File: src/sv/cba_pkg.sv
// Shared types, codes and constants of the chained bump allocator.
package cba_pkg;

	localparam int OP_W    = 2;
	localparam int SIZE_W  = 24;
	localparam int ALIGN_W = 17;
	localparam int MBLK_W  = 4;
	localparam int OFF_W   = 25;
	localparam int TOT_W   = 29;
	localparam int IDX_W   = 4;
	localparam int CNT_W   = 5;
	localparam int BSZ_W   = 25;
	localparam int STAT_W  = 2;

	// block size used when the register holds zero, and the smallest block
	localparam logic [BSZ_W-1:0] DEFAULT_BLOCK  = BSZ_W'(64 * 1024);
	localparam logic [BSZ_W-1:0] SMALLEST_BLOCK = BSZ_W'(4 * 1024);

	// operation codes
	localparam logic [OP_W-1:0] OP_ALLOC    = 2'd0;
	localparam logic [OP_W-1:0] OP_RESET    = 2'd1;
	localparam logic [OP_W-1:0] OP_MARK     = 2'd2;
	localparam logic [OP_W-1:0] OP_ROLLBACK = 2'd3;

	// status codes
	localparam logic [STAT_W-1:0] ST_OK       = 2'd0;
	localparam logic [STAT_W-1:0] ST_BAD_REQ  = 2'd1;
	localparam logic [STAT_W-1:0] ST_NO_BLOCK = 2'd2;
	localparam logic [STAT_W-1:0] ST_BAD_MARK = 2'd3;

	typedef struct packed {
		logic [OP_W-1:0]    op;
		logic [SIZE_W-1:0]  alloc_size;
		logic [ALIGN_W-1:0] alloc_align;
		logic [MBLK_W-1:0]  mark_block;
		logic [OFF_W-1:0]   mark_offset;
	} req_t;

	typedef struct packed {
		logic [STAT_W-1:0] status;
		logic [IDX_W-1:0]  block_index;
		logic [OFF_W-1:0]  offset;
		logic [TOT_W-1:0]  used_sum;
		logic [TOT_W-1:0]  cap_sum;
		logic [CNT_W-1:0]  blk_cnt;
	} rsp_t;

	// controller to datapath
	typedef struct packed {
		logic load;
		logic step;
		logic commit;
	} cmd_t;

	// datapath to controller
	typedef struct packed {
		logic is_walk;
		logic walk_done;
	} sts_t;

endpackage

File: src/sv/cba_ctrl.sv
// Controller state machine of the chained bump allocator.
module cba_ctrl (
	input  logic          clk,
	input  logic          arst_n,
	input  logic          req_valid,
	output logic          req_stall,
	output logic          rsp_valid,
	input  logic          rsp_stall,
	input  cba_pkg::sts_t sts,
	output cba_pkg::cmd_t cmd
);
	import cba_pkg::*;

	localparam logic S_IDLE = 1'b0;
	localparam logic S_EXEC = 1'b1;

	logic state_q;
	logic state_nxt;
	logic out_vld_q;
	logic out_free;

	// result slot can take a new item this cycle
	assign out_free = !out_vld_q || !rsp_stall;

	// sequence: take item, walk if rolling back, commit when the slot is free
	always_comb begin
		cmd       = '0;
		state_nxt = state_q;
		case (state_q)
			S_IDLE: begin
				if (req_valid) begin
					cmd.load  = 1'b1;
					state_nxt = S_EXEC;
				end
			end
			S_EXEC: begin
				if (sts.is_walk && !sts.walk_done) begin
					cmd.step = 1'b1;
				end else if (out_free) begin
					cmd.commit = 1'b1;
					state_nxt  = S_IDLE;
				end
			end
			default: begin
				state_nxt = S_IDLE;
			end
		endcase
	end

	// advance state and track the result slot
	always_ff @(posedge clk or negedge arst_n) begin
		if (!arst_n) begin
			state_q   <= S_IDLE;
			out_vld_q <= 1'b0;
		end else begin
			state_q <= state_nxt;
			if (cmd.commit) begin
				out_vld_q <= 1'b1;
			end else if (!rsp_stall) begin
				out_vld_q <= 1'b0;
			end
		end
	end

	assign req_stall = (state_q != S_IDLE);
	assign rsp_valid = out_vld_q;

endmodule

File: src/sv/cba_dpath.sv
// Datapath of the chained bump allocator: block tables, totals and result register.
module cba_dpath #(
	parameter int MAX_BLOCKS = 16,
	parameter int MIN_ALIGN  = 8
) (
	input  logic                       clk,
	input  logic                       arst_n,
	input  cba_pkg::cmd_t              cmd,
	output cba_pkg::sts_t              sts,
	input  logic                       cfg_we,
	input  logic [cba_pkg::BSZ_W-1:0]  cfg_data,
	input  cba_pkg::req_t              req,
	output cba_pkg::rsp_t              rsp
);
	import cba_pkg::*;

	localparam int AW   = $clog2(MAX_BLOCKS);
	localparam int CW   = $clog2(MAX_BLOCKS + 1);
	localparam int CMPW = (CW > MBLK_W) ? CW : MBLK_W;
	localparam int IXW  = (AW > IDX_W) ? AW : IDX_W;
	localparam int CXW  = (CW > CNT_W) ? CW : CNT_W;

	// configuration and allocator state
	logic [BSZ_W-1:0] bsize_q;
	logic [CW-1:0]    live_q;
	logic [TOT_W-1:0] used_q;
	logic [TOT_W-1:0] ctot_q;
	logic             vld0_q;

	// block tables
	logic [OFF_W-1:0] cap_mem  [MAX_BLOCKS];
	logic [OFF_W-1:0] fill_mem [MAX_BLOCKS];
	logic [OFF_W-1:0] cap_rd_q;
	logic [OFF_W-1:0] fill_rd_q;
	logic             rd0_q;
	logic             fill_unset_q;
	logic [OFF_W-1:0] cap_rd;
	logic [OFF_W-1:0] fill_rd;
	logic             rd_en;
	logic [AW-1:0]    rd_addr;

	// latched item
	logic [OP_W-1:0]    op_q;
	logic [SIZE_W-1:0]  size_q;
	logic [ALIGN_W-1:0] mask_q;
	logic               bad_q;
	logic [BSZ_W-1:0]   nsize_q;
	logic [CMPW-1:0]    mblk_q;
	logic [OFF_W-1:0]   moff_q;

	// roll back walk
	logic [AW-1:0]    idx_q;
	logic [TOT_W-1:0] uacc_q;
	logic [TOT_W-1:0] cacc_q;

	// request decode at load
	logic [BSZ_W-1:0]   eff_size;
	logic [ALIGN_W-1:0] align_eff;
	logic [ALIGN_W-1:0] align_m1;
	logic               bad_in;
	logic [BSZ_W-1:0]   grow;
	logic [BSZ_W-1:0]   nsize_in;

	// commit logic
	logic [CW-1:0]    cur_w;
	logic [AW-1:0]    cur_a;
	logic [AW-1:0]    live_a;
	logic [AW-1:0]    mblk_a;
	logic [OFF_W:0]   sum26;
	logic [OFF_W:0]   aligned;
	logic [OFF_W+1:0] fin;
	logic             fits;
	logic             full;
	logic             mblk_ok;
	logic [STAT_W-1:0] st_n;
	logic [IXW-1:0]   blk_n;
	logic [OFF_W-1:0] off_n;
	logic [TOT_W-1:0] used_n;
	logic [TOT_W-1:0] ctot_n;
	logic [CW-1:0]    live_n;
	logic [CXW-1:0]   live_x;
	logic             fill_we;
	logic             cap_we;
	logic [AW-1:0]    waddr;
	logic [OFF_W-1:0] fill_wdata;
	logic             vld0_clr;

	// resolve the configured block size
	always_comb begin
		if (bsize_q == '0) begin
			eff_size = DEFAULT_BLOCK;
		end else if (bsize_q < SMALLEST_BLOCK) begin
			eff_size = SMALLEST_BLOCK;
		end else begin
			eff_size = bsize_q;
		end
	end

	// raise alignment, check request, size a possible new block
	always_comb begin
		if (req.alloc_align < ALIGN_W'(MIN_ALIGN)) begin
			align_eff = ALIGN_W'(MIN_ALIGN);
		end else begin
			align_eff = req.alloc_align;
		end
		align_m1 = align_eff - 1'b1;
		bad_in   = (req.alloc_size == '0) || ((align_eff & align_m1) != '0);
		grow     = BSZ_W'(req.alloc_size) + BSZ_W'(align_eff);
		nsize_in = (grow > eff_size) ? grow : eff_size;
	end

	assign cur_w   = live_q - 1'b1;
	assign cur_a   = cur_w[AW-1:0];
	assign live_a  = live_q[AW-1:0];
	assign mblk_a  = mblk_q[AW-1:0];
	assign full    = (live_q >= CW'(MAX_BLOCKS));
	assign mblk_ok = (mblk_q < CMPW'(live_q));

	assign sts.is_walk   = (op_q == OP_ROLLBACK) && mblk_ok;
	assign sts.walk_done = (idx_q == mblk_a);

	// table read port: current block on load (block 0 for roll back), next entry while walking
	assign rd_en   = cmd.load || cmd.step;
	assign rd_addr = cmd.load ? ((req.op == OP_ROLLBACK) ? '0 : cur_a) : (idx_q + 1'b1);

	always_ff @(posedge clk) begin
		if (rd_en) begin
			cap_rd_q     <= cap_mem[rd_addr];
			fill_rd_q    <= fill_mem[rd_addr];
			rd0_q        <= (rd_addr == '0);
			fill_unset_q <= (rd_addr == '0) && !vld0_q;
		end
	end

	// block 0 capacity is fixed at reset; its fill reads zero until written
	assign cap_rd  = rd0_q ? DEFAULT_BLOCK : cap_rd_q;
	assign fill_rd = fill_unset_q ? '0 : fill_rd_q;

	// bump arithmetic on the current block
	always_comb begin
		sum26   = (OFF_W + 1)'(fill_rd) + (OFF_W + 1)'(mask_q);
		aligned = sum26 & ~((OFF_W + 1)'(mask_q));
		fin     = (OFF_W + 2)'(aligned) + (OFF_W + 2)'(size_q);
		fits    = (fin <= (OFF_W + 2)'(cap_rd));
	end

	// next state and result of the item
	always_comb begin
		st_n       = ST_OK;
		blk_n      = IXW'(cur_a);
		off_n      = '0;
		used_n     = used_q;
		ctot_n     = ctot_q;
		live_n     = live_q;
		fill_we    = 1'b0;
		cap_we     = 1'b0;
		waddr      = cur_a;
		fill_wdata = fin[OFF_W-1:0];
		vld0_clr   = 1'b0;
		case (op_q)
			OP_ALLOC: begin
				if (bad_q) begin
					st_n = ST_BAD_REQ;
				end else if (fits) begin
					fill_we = 1'b1;
					used_n  = used_q + TOT_W'(size_q);
					off_n   = aligned[OFF_W-1:0];
				end else if (full) begin
					st_n = ST_NO_BLOCK;
				end else begin
					fill_we    = 1'b1;
					cap_we     = 1'b1;
					waddr      = live_a;
					fill_wdata = OFF_W'(size_q);
					live_n     = live_q + 1'b1;
					used_n     = used_q + TOT_W'(size_q);
					ctot_n     = ctot_q + TOT_W'(nsize_q);
					blk_n      = IXW'(live_a);
				end
			end
			OP_RESET: begin
				live_n   = CW'(1);
				used_n   = '0;
				ctot_n   = TOT_W'(DEFAULT_BLOCK);
				blk_n    = '0;
				vld0_clr = 1'b1;
			end
			OP_MARK: begin
				off_n = fill_rd;
			end
			OP_ROLLBACK: begin
				if (!mblk_ok) begin
					st_n = ST_BAD_MARK;
				end else begin
					fill_we    = 1'b1;
					waddr      = mblk_a;
					fill_wdata = moff_q;
					live_n     = CW'(mblk_q) + 1'b1;
					used_n     = uacc_q + TOT_W'(moff_q);
					ctot_n     = cacc_q + TOT_W'(cap_rd);
					blk_n      = IXW'(mblk_a);
					off_n      = moff_q;
				end
			end
			default: begin
				st_n = ST_OK;
			end
		endcase
		live_x = CXW'(live_n);
	end

	// write the block tables on commit
	always_ff @(posedge clk) begin
		if (cmd.commit && fill_we) begin
			fill_mem[waddr] <= fill_wdata;
		end
		if (cmd.commit && cap_we) begin
			cap_mem[waddr] <= nsize_q;
		end
	end

	// hold configuration and allocator state
	always_ff @(posedge clk or negedge arst_n) begin
		if (!arst_n) begin
			bsize_q <= DEFAULT_BLOCK;
			live_q  <= CW'(1);
			used_q  <= '0;
			ctot_q  <= TOT_W'(DEFAULT_BLOCK);
			vld0_q  <= 1'b0;
		end else begin
			if (cfg_we) begin
				bsize_q <= cfg_data;
			end
			if (cmd.commit) begin
				live_q <= live_n;
				used_q <= used_n;
				ctot_q <= ctot_n;
				if (vld0_clr) begin
					vld0_q <= 1'b0;
				end else if (fill_we && (waddr == '0)) begin
					vld0_q <= 1'b1;
				end
			end
		end
	end

	// latch the item, run the walk, load the result
	always_ff @(posedge clk) begin
		if (cmd.load) begin
			op_q    <= req.op;
			size_q  <= req.alloc_size;
			mask_q  <= align_m1;
			bad_q   <= bad_in;
			nsize_q <= nsize_in;
			mblk_q  <= CMPW'(req.mark_block);
			moff_q  <= req.mark_offset;
			idx_q   <= '0;
			uacc_q  <= '0;
			cacc_q  <= '0;
		end else if (cmd.step) begin
			idx_q  <= idx_q + 1'b1;
			uacc_q <= uacc_q + TOT_W'(fill_rd);
			cacc_q <= cacc_q + TOT_W'(cap_rd);
		end
		if (cmd.commit) begin
			rsp.status      <= st_n;
			rsp.block_index <= blk_n[IDX_W-1:0];
			rsp.offset      <= off_n;
			rsp.used_sum    <= used_n;
			rsp.cap_sum     <= ctot_n;
			rsp.blk_cnt     <= live_x[CNT_W-1:0];
		end
	end

endmodule

File: src/sv/chained_bump_allocator_core.sv
// Top level of the chained bump allocator: controller, datapath and checks.
//
//  channel  | handshake              | payload
//  ---------+------------------------+-------------------------------
//  req      | req_valid / req_stall  | req  (op, size, align, mark)
//  rsp      | rsp_valid / rsp_stall  | rsp  (status, block, offset, totals)
//  cfg      | cfg_valid / cfg_ready  | cfg_data (block size)
//
// Alloc, reset and mark read the current block entry from the block tables as the
// item is taken, then compute and write it back at commit. Roll back first walks
// the table read port from block 0 up to mark_block, summing the fill and capacity
// of each kept block, then commits. No clearing pass after reset; block 0
// is valid at once. A new item is taken while a result waits in the output
// register; a stalled result holds the commit of the next item.
module chained_bump_allocator_core #(
	parameter int MAX_BLOCKS = 16,
	parameter int MIN_ALIGN  = 8
) (
	input  logic                      clk,
	input  logic                      arst_n,
	input  logic                      req_valid,
	output logic                      req_stall,
	input  cba_pkg::req_t             req,
	output logic                      rsp_valid,
	input  logic                      rsp_stall,
	output cba_pkg::rsp_t             rsp,
	input  logic                      cfg_valid,
	output logic                      cfg_ready,
	input  logic [cba_pkg::BSZ_W-1:0] cfg_data
);
	import cba_pkg::*;

	cmd_t cmd;
	sts_t sts;

	// always take register writes; the block size is sampled as an item is taken
	assign cfg_ready = 1'b1;

	cba_ctrl u_ctrl (
		.clk       (clk),
		.arst_n    (arst_n),
		.req_valid (req_valid),
		.req_stall (req_stall),
		.rsp_valid (rsp_valid),
		.rsp_stall (rsp_stall),
		.sts       (sts),
		.cmd       (cmd)
	);

	cba_dpath #(
		.MAX_BLOCKS (MAX_BLOCKS),
		.MIN_ALIGN  (MIN_ALIGN)
	) u_dpath (
		.clk      (clk),
		.arst_n   (arst_n),
		.cmd      (cmd),
		.sts      (sts),
		.cfg_we   (cfg_valid && cfg_ready),
		.cfg_data (cfg_data),
		.req      (req),
		.rsp      (rsp)
	);

	// an accepted item blocks the next until its result commits
	a_busy_after_accept: assert property (@(posedge clk) disable iff (!arst_n)
		req_valid && !req_stall |=> req_stall)
		else $error("item accepted while previous item still in work");

	// a failed request reports no offset
	a_fail_zero_offset: assert property (@(posedge clk) disable iff (!arst_n)
		rsp_valid && (rsp.status != ST_OK) |-> (rsp.offset == '0))
		else $error("failed request carries nonzero offset");

	// a result appears only out of an item in work
	a_result_from_work: assert property (@(posedge clk) disable iff (!arst_n)
		$rose(rsp_valid) |-> $past(req_stall))
		else $error("result raised with no item in work");

endmodule
File: config.mk
export PLATFORM = sky130hd
export DESIGN_NAME = chained_bump_allocator_core
export DESIGN_NICKNAME = d
export VERILOG_FILES = /design/src/sv/cba_pkg.sv /design/src/sv/cba_ctrl.sv /design/src/sv/cba_dpath.sv /design/src/sv/chained_bump_allocator_core.sv
export SDC_FILE = /design/constraint.sdc
export NUM_CORES = 2
export LEC_CHECK = 0
export BUFFER_PORTS_ARGS = -buffer_cell sky130_fd_sc_hd__buf_2
export CAP_MARGIN = 20
export CORE_MARGIN = 4
export CORE_UTILIZATION = 40
export DETAILED_ROUTE_END_ITERATION = 6
export GPL_ROUTABILITY_DRIVEN = 0
export PLACE_DENSITY = 0.62
export RECOVER_POWER = 25
export SLEW_MARGIN = 25
export SYNTH_ARGS = -nofsm -noshare
export SYNTH_HDL_FRONTEND = slang
export SYNTH_SLANG_ARGS = --single-unit
File: constraint.sdc
create_clock -name clk -period 10.8 [get_ports clk]
set_clock_uncertainty 0.15 [all_clocks]
set_input_delay 0 -clock clk [delete_from_list [all_inputs] [get_ports clk]]
set_output_delay 0 -clock clk [all_outputs]
set_load 0.05 [all_outputs]
# After elaboration in Yosys (flattened, before gate mapping)
# Memory sizes are Yosys's and may differ from the RTL's. A register that Yosys moved wholly into a read port is not among the register bits.
# Index checks and enable logic that the tools add are counted.
dict set report classes {
  eq_ne 6
  mux 69
  bitwise_logic 4
  order_cmp 6
  reduce_logical 21
  addsub 13
}
# cell n
set ops {}
lappend ops {{25-bit two-way mux} 12}
lappend ops {{29-bit two-way mux} 8}
lappend ops {{29-bit case mux with 3 select lines} 2}
lappend ops {{29-bit by 25-bit adder with 29-bit output} 4}
lappend ops {{25-bit case mux with 3 select lines} 1}
lappend ops {{25-bit case mux with 2 select lines} 1}
lappend ops {{29-bit by 24-bit adder with 29-bit output} 1}
lappend ops {{26-bit by 24-bit adder with 27-bit output} 1}
lappend ops {{27-bit by 25-bit less-or-equal comparator with 1-bit output} 1}
lappend ops {{25-bit by 17-bit adder with 26-bit output} 1}
lappend ops {{26-bit AND} 1}
lappend ops {{17-bit NOT with 26-bit output} 1}
lappend ops {{24-bit by 17-bit adder with 25-bit output} 1}
lappend ops {{25-bit > comparator} 1}
lappend ops {{25-bit logical NOT} 1}
lappend ops {{25-bit by 13-bit less-than comparator with 1-bit output (second input constant)} 1}
lappend ops {{24-bit logical NOT} 1}
lappend ops {{4-bit two-way mux} 6}
lappend ops {{1-bit two-way mux} 23}
lappend ops {{5-bit two-way mux} 4}
lappend ops {{17-bit AND} 1}
lappend ops {{17-bit by 4-bit less-than comparator with 1-bit output (second input constant)} 1}
lappend ops {{17-bit two-way mux} 1}
lappend ops {{17-bit nonzero test} 1}
lappend ops {{25 further kinds} 43}
dict set report totals {
  word_cells 146
  memories 2
  ramBits 800
  inputBits 102
  ff_bits 347
}
# memory words word_bits read_ports rd_ports_with_merged_regs write_ports line_no
set mem_list {}
lappend mem_list {u_dpath.cap_mem 16 25 1 1 1 cba_dpath.sv:31} ;# logic [OFF_W-1:0] cap_mem [MAX_BLOCKS];
lappend mem_list {u_dpath.fill_mem 16 25 1 1 1 cba_dpath.sv:32} ;# logic [OFF_W-1:0] fill_mem [MAX_BLOCKS];

# Longest topological paths before layout
dict set report depth {
  ltp_word 12
  mapped_depth 44
  mapped_depth_nobuf 35
}

# Cells and area by module
# From an unflattened synthesis, not the netlist that was laid out.
dict set report hier_totals {
  hier_cells 5366
  hier_area_um2 59930.0
}
# module cells_each area_per_inst_um2 n_inst
set by_module_without_submodules {}
lappend by_module_without_submodules {cba_dpath 5353 59809.9 1}
lappend by_module_without_submodules {cba_ctrl 11 108.9 1}
lappend by_module_without_submodules {chained_bump_allocator_core 2 11.3 1}

# Least setup slack after synthesis
# Ideal clock, no wire load.
dict set report synth_timing {
  path_kind {flip-flop to flip-flop}
  start {register u_dpath.fill_unset_q}
  end {memory u_dpath.cap_mem[11][0], enable pin}
  path_slack_ns 0.872
  period_less_slack_ns 9.928
  n_path_buf 6
  t_required_ns 10.212
  t_arrival_ns 9.340
  stages_incl_launch_ff 38
  cell_sequence {edfxtp_1 -> buf_2 -> buf_2 -> buf_2 -> clkbuf_1 -> clkbuf_1 -> nor2b_1 -> xor2_1 -> ha_1 -> a21boi_0 -> o32ai_1 -> a31o_2 -> a21oi_1 -> a31oi_1 -> nor2_1 -> a31oi_1 -> nor2_1 -> ha_1 -> [... 2 more ...] -> o31ai_2 -> a221oi_4 -> o21ai_0 -> xnor2_1 -> ha_1 -> nand4_1 -> or4b_2 -> nor3_1 -> nand3_1 -> mux2_2 -> a32oi_1 -> o2111ai_1 -> o211ai_2 -> a21oi_1 -> o311ai_0 -> nand2b_1 -> clkbuf_1 -> nor3_1}
}
dict set report synth_via {
  elab_chain_len 11
}
# item line_no
set synth_lines {}
lappend synth_lines {{start, declared} cba_dpath.sv:36} ;# logic fill_unset_q;
lappend synth_lines {{start signal, assigned} cba_dpath.sv:131} ;# fill_unset_q <= (rd_addr == '0) && !vld0_q;
lappend synth_lines {{25-bit two-way mux (*)} cba_dpath.sv:137} ;# assign fill_rd = fill_unset_q ? '0 : fill_rd_q;
lappend synth_lines {{25-bit by 17-bit adder with 26-bit output (*)} cba_dpath.sv:141} ;# sum26 = (OFF_W + 1)'(fill_rd) + (OFF_W + 1)'(mask_q);
lappend synth_lines {{26-bit AND (*)} cba_dpath.sv:142} ;# aligned = sum26 & ~((OFF_W + 1)'(mask_q));
lappend synth_lines {{26-bit by 24-bit adder with 27-bit output (*)} cba_dpath.sv:143} ;# fin = (OFF_W + 2)'(aligned) + (OFF_W + 2)'(size_q);
lappend synth_lines {{27-bit by 25-bit less-or-equal comparator with 1-bit output (*)} cba_dpath.sv:144} ;# fits = (fin <= (OFF_W + 2)'(cap_rd));
lappend synth_lines {{1-bit two-way mux} cba_dpath.sv:164} ;# end else if (fits) begin
lappend synth_lines {{1-bit two-way mux} cba_dpath.sv:162} ;# if (bad_q) begin
lappend synth_lines {{1-bit two-way mux} cba_dpath.sv:160} ;# case (op_q)
lappend synth_lines {{1-bit logical AND} cba_dpath.sv:217} ;# if (cmd.commit && cap_we) begin
lappend synth_lines {{1-bit two-way mux} cba_dpath.sv:217}
lappend synth_lines {{1-bit two-way mux (not written as such)} cba_dpath.sv:218} ;# cap_mem[waddr] <= nsize_q;
lappend synth_lines {{end, declared} cba_dpath.sv:31}
# Every way passes the cells marked *; elsewhere a longest branch is shown, timed or not.

# Final worst setup path
dict set report layout_timing {
  start {register u_dpath.fill_rd_q[1] (read register of u_dpath.fill_mem)}
  end {memory u_dpath.fill_mem[4][18], enable pin}
}
dict set report layout_via {
  elab_chain_len 11
}
# item line_no
set layout_lines {}
lappend layout_lines {{start, declared} cba_dpath.sv:34} ;# logic [OFF_W-1:0] fill_rd_q;
lappend layout_lines {{25-bit two-way mux (*)} cba_dpath.sv:137}
lappend layout_lines {{25-bit by 17-bit adder with 26-bit output (*)} cba_dpath.sv:141}
lappend layout_lines {{26-bit AND (*)} cba_dpath.sv:142}
lappend layout_lines {{26-bit by 24-bit adder with 27-bit output (*)} cba_dpath.sv:143}
lappend layout_lines {{27-bit by 25-bit less-or-equal comparator with 1-bit output (*)} cba_dpath.sv:144}
lappend layout_lines {{1-bit two-way mux} cba_dpath.sv:164}
lappend layout_lines {{1-bit two-way mux} cba_dpath.sv:162}
lappend layout_lines {{1-bit case mux with 2 select lines} cba_dpath.sv:160}
lappend layout_lines {{1-bit logical AND} cba_dpath.sv:214} ;# if (cmd.commit && fill_we) begin
lappend layout_lines {{1-bit two-way mux} cba_dpath.sv:214}
lappend layout_lines {{1-bit two-way mux (not written as such)} cba_dpath.sv:215} ;# fill_mem[waddr] <= fill_wdata;
lappend layout_lines {{end, declared} cba_dpath.sv:32}
# Marked as above.

==> impl_metrics.toml <==
[placed_design]
dp.cells = 7476
hpwlAfterDp_um = 136000
port_buffers = 197

[clock_network]
htree_num_levels = 3
cts_buffers = 119
cts_sinks = 1197
clock_latency_ps = 760
cts_buffer_depth = 3
cts_resized = 0
cts_setup_buffers = 0
cts_tree = "done"
path_clk_slew_ps = 60
root_buffer = "clkbuf_16"

[setup_path]
slowest_stage = "nor2_4"
cp.arrival_ps = 10320
r2r_slack_ps = 700
cpMostUsedCell = "ha_1"
worstSetupPathType = "flop to flop"
cp-startpoint = "u_dpath.fill_rd_q[1]$_DFFE_PP_"
cp_data_required_time_ps = 11020
critPathCaptureType = "flop"
critPathMaxStageDelay_ps = 670
cp-start-kind = "flop"
worstPathMaxFanout = 25
timing.rr.start = "u_dpath.fill_rd_q[1]$_DFFE_PP_"

[routing]
drc_errors = 2
wire_per_inst_um = 25.5
via_count = 46700
viasPerCell = 5.88
drt-initial-drc-count = 5965
firstDrtPassIters = 7
drt-total-wl_um = 202000
antenna_left = 0

[layout]
layoutNonFillerInstCount = 7940
drive_gt1_frac = 0.0859
fill_cells = 13300
fin_util = 0.470
fin_nets = 6168
area_growth_pct = 16.1

[power]
vdd_ir_drop_max_uv = 266
power.density_nw_per_um2 = 318
finalPower_w = 0.0222
p_leak_nw = 25.8

[floorplanning]
num_rows = 141
die_area_um2 = 156000
initial_utilization = 0.405
core_um2 = 148000
io_pins = 199
die_w_um = 395
die_h_um = 395

[worst_hold_path]
hp-class = "input pin to flop"
worstHoldStart = "req[56]"

[sta]
fmax_ghz = 0.0990
hold_ws_ps = 110
finalHoldViolCount = 0
worstMarginPinSlew_ps = 4450
drv_slew = 70
finalCriticalPeriod_ps = 10100
fin_crit_sh = 0.935
setup_viol = 0
grt_setup_unrepaired = "no"
tns_ps = 0
max_slew_margin = -1.96

[yosys]
syn_inst = 5492
synth-xor-area-share = 0.0274
syn_area_um2 = 60000
synth_simple_gate_area_share = 0.155
synth_top_area_cell = "edfxtp_1"
ys_seq_area_frac = 0.581
synth_common_cells = "nand2_1, edfxtp_1, nand3_1"
synthMuxAreaShare = 0.0156
synth_area_per_cell_um2 = 10.9
synth.top_cell.area_share = 0.522
synth_area_leaders = "edfxtp_1, nand2_1, ha_1"
synth_cell_type_count = 104
async_flop_share = 0.0760
yosys_most_used_dff = "edfxtp_1"
syn_nets = 5842
synth_compound_area_frac = 0.139
ys_seq_elements = 1197
synth_top_family_by_area = "simple AND/OR/NAND/NOR gates"
yosys.area_share.adder = 0.0528
ys_warn_count = 0
synth.most_common_cell = "nand2_1"
synth_edf_count = 1044

[global_route]
grt_pass1_vias = 43600
grtUsageMet1 = 0.345
grt_pass1_wl_um = 294000
grt_max_degree = 180
grt_overflow_total = 0
busiest_layer = "met2"
grt_use_met2 = 0.376
antenna_found_initial = 22
grt_use_met3 = 0.0550
track_usage = 0.249

[status]
violations = "design-rule violations, max-capacitance violations, max-slew violations"
outcome = "finished, violations left"

[job]
maxCapViolCount = 1
stage by stage:
stage / area, µm² / setup WS (ps)
2_1_floorplan: 60000 / 872
3_3_place_gp: 63500 / 1190
3_5_place_dp: 63500 / 867
4_1_cts: 69800 / 798
5_1_grt: 69700 / 98.9
6_report: 69700 / 704
state kept, by name (all words and copies together), names as in the netlist, 5 cells and up:
| signal | count |
|---|---|
| u_dpath.live_q | 5 |
| u_dpath.mask_q | 17 |
| u_dpath.bsize_q | 25 |
| u_dpath.size_q | 24 |
| u_dpath.cap_rd_q | 25 |
| u_dpath.cap_mem | 400 |
| u_dpath.fill_mem | 400 |
| u_dpath.cacc_q | 29 |
| u_dpath.uacc_q | 29 |
| u_dpath.rsp | 94 |
| u_dpath.nsize_q | 25 |
| u_dpath.moff_q | 25 |
| u_dpath.fill_rd_q | 25 |
| u_dpath.used_q | 29 |
| u_dpath.ctot_q | 29 |
path summary, 6_finish.rpt:
| path | endpoint | cells past startpoint |
|---|---|---|
| setup / recovery | u_dpath.fill_mem[4][18]$_DFFE_PP_ | 32 |
| hold / removal | u_dpath.size_q[10]$_DFFE_PP_ | 2 |
| setup reg to reg | u_dpath.fill_mem[4][18]$_DFFE_PP_ | 32 |
| hold reg to reg | u_dpath.cacc_q[23]$_SDFFE_PP0P_ | 2 |
| max in group asynchronous | u_dpath.used_q[18]$_DFFE_PN0P_ | 4 |
| min in group asynchronous | u_dpath.ctot_q[8]$_DFFE_PN0P_ | 4 |
timing repair:
| item | in CTS | in global routing |
|---|---|---|
| endpoints found under the hold margin | 269 | 0 |
| endpoints found under the setup margin | 0 | 0 |
| hold buffers | 221 | 0 |
layout make-up:
cell class                      instances  area, µm²  share of cell area
Sequential cell                      1197      34900               0.500
Multi-Input combinational cell       3827      23800               0.341
Timing Repair Buffer                  528       3900              0.0559
Clock buffer                          148       3190              0.0458
Tap cell                             2002       2500              0.0359
Clock inverter                         78        881              0.0126
Inverter                              145        552             0.00792
Antenna cell                           15       37.5            0.000538
worst max-delay path: cells and delay by family, from the launching register on:
family                   cells  cell delay [ps]
AO/OA/AOI/OAI               13             2950
XOR/XNOR                     2              400
adder cells (fa/ha/maj)      3              910
flip-flops                   1              590
multiplexers                 2              410
AND/OR/NAND/NOR             12             4290
cell families after synthesis:
family          Yosys count
simple gates           2093
buf+inv                 468
mux                      87
fa+ha+maj               250
other cells               1
compound gates         1208
flops                  1197
xor+xnor                188
report_power, final:
group          switching [W]  internal (W)  leakage (nW)
Combinational        0.00759       0.00321          12.6
Sequential          0.000650       0.00639          11.2
Clock                0.00185       0.00248          1.99
layer usage:
metal / share of wire / wire length (µm)
met3: 0.10 / 20900
met5: 0.00020 / 41
met4: 0.047 / 9480
met1: 0.41 / 83600
met2: 0.44 / 88200
placed cells by master (no fill, tap or decap), types with 44 or more instances in the layout:
cell           instances
a311oi_1             156
xnor2_1              123
ha_1                 239
nor2_1               221
inv_1                138
mux2_2                52
a31oi_1               75
dlygate4sd3_1        220
edfxtp_1            1044
nor3_1                52
a21o_1                77
nor2b_1               55
buf_2                 75
dfxtp_1               62
buf_4                 97
clkbuf_1             152
a22o_1                44
xor2_1                65
dfrtp_1               88
a22oi_1               53
nand2b_1              44
nand2_1             1129
and3_1               120
o21ai_0              252
nand3_1              292
a21oi_1              215
clkbuf_16            122
Power figures use the tool's default switching activity.
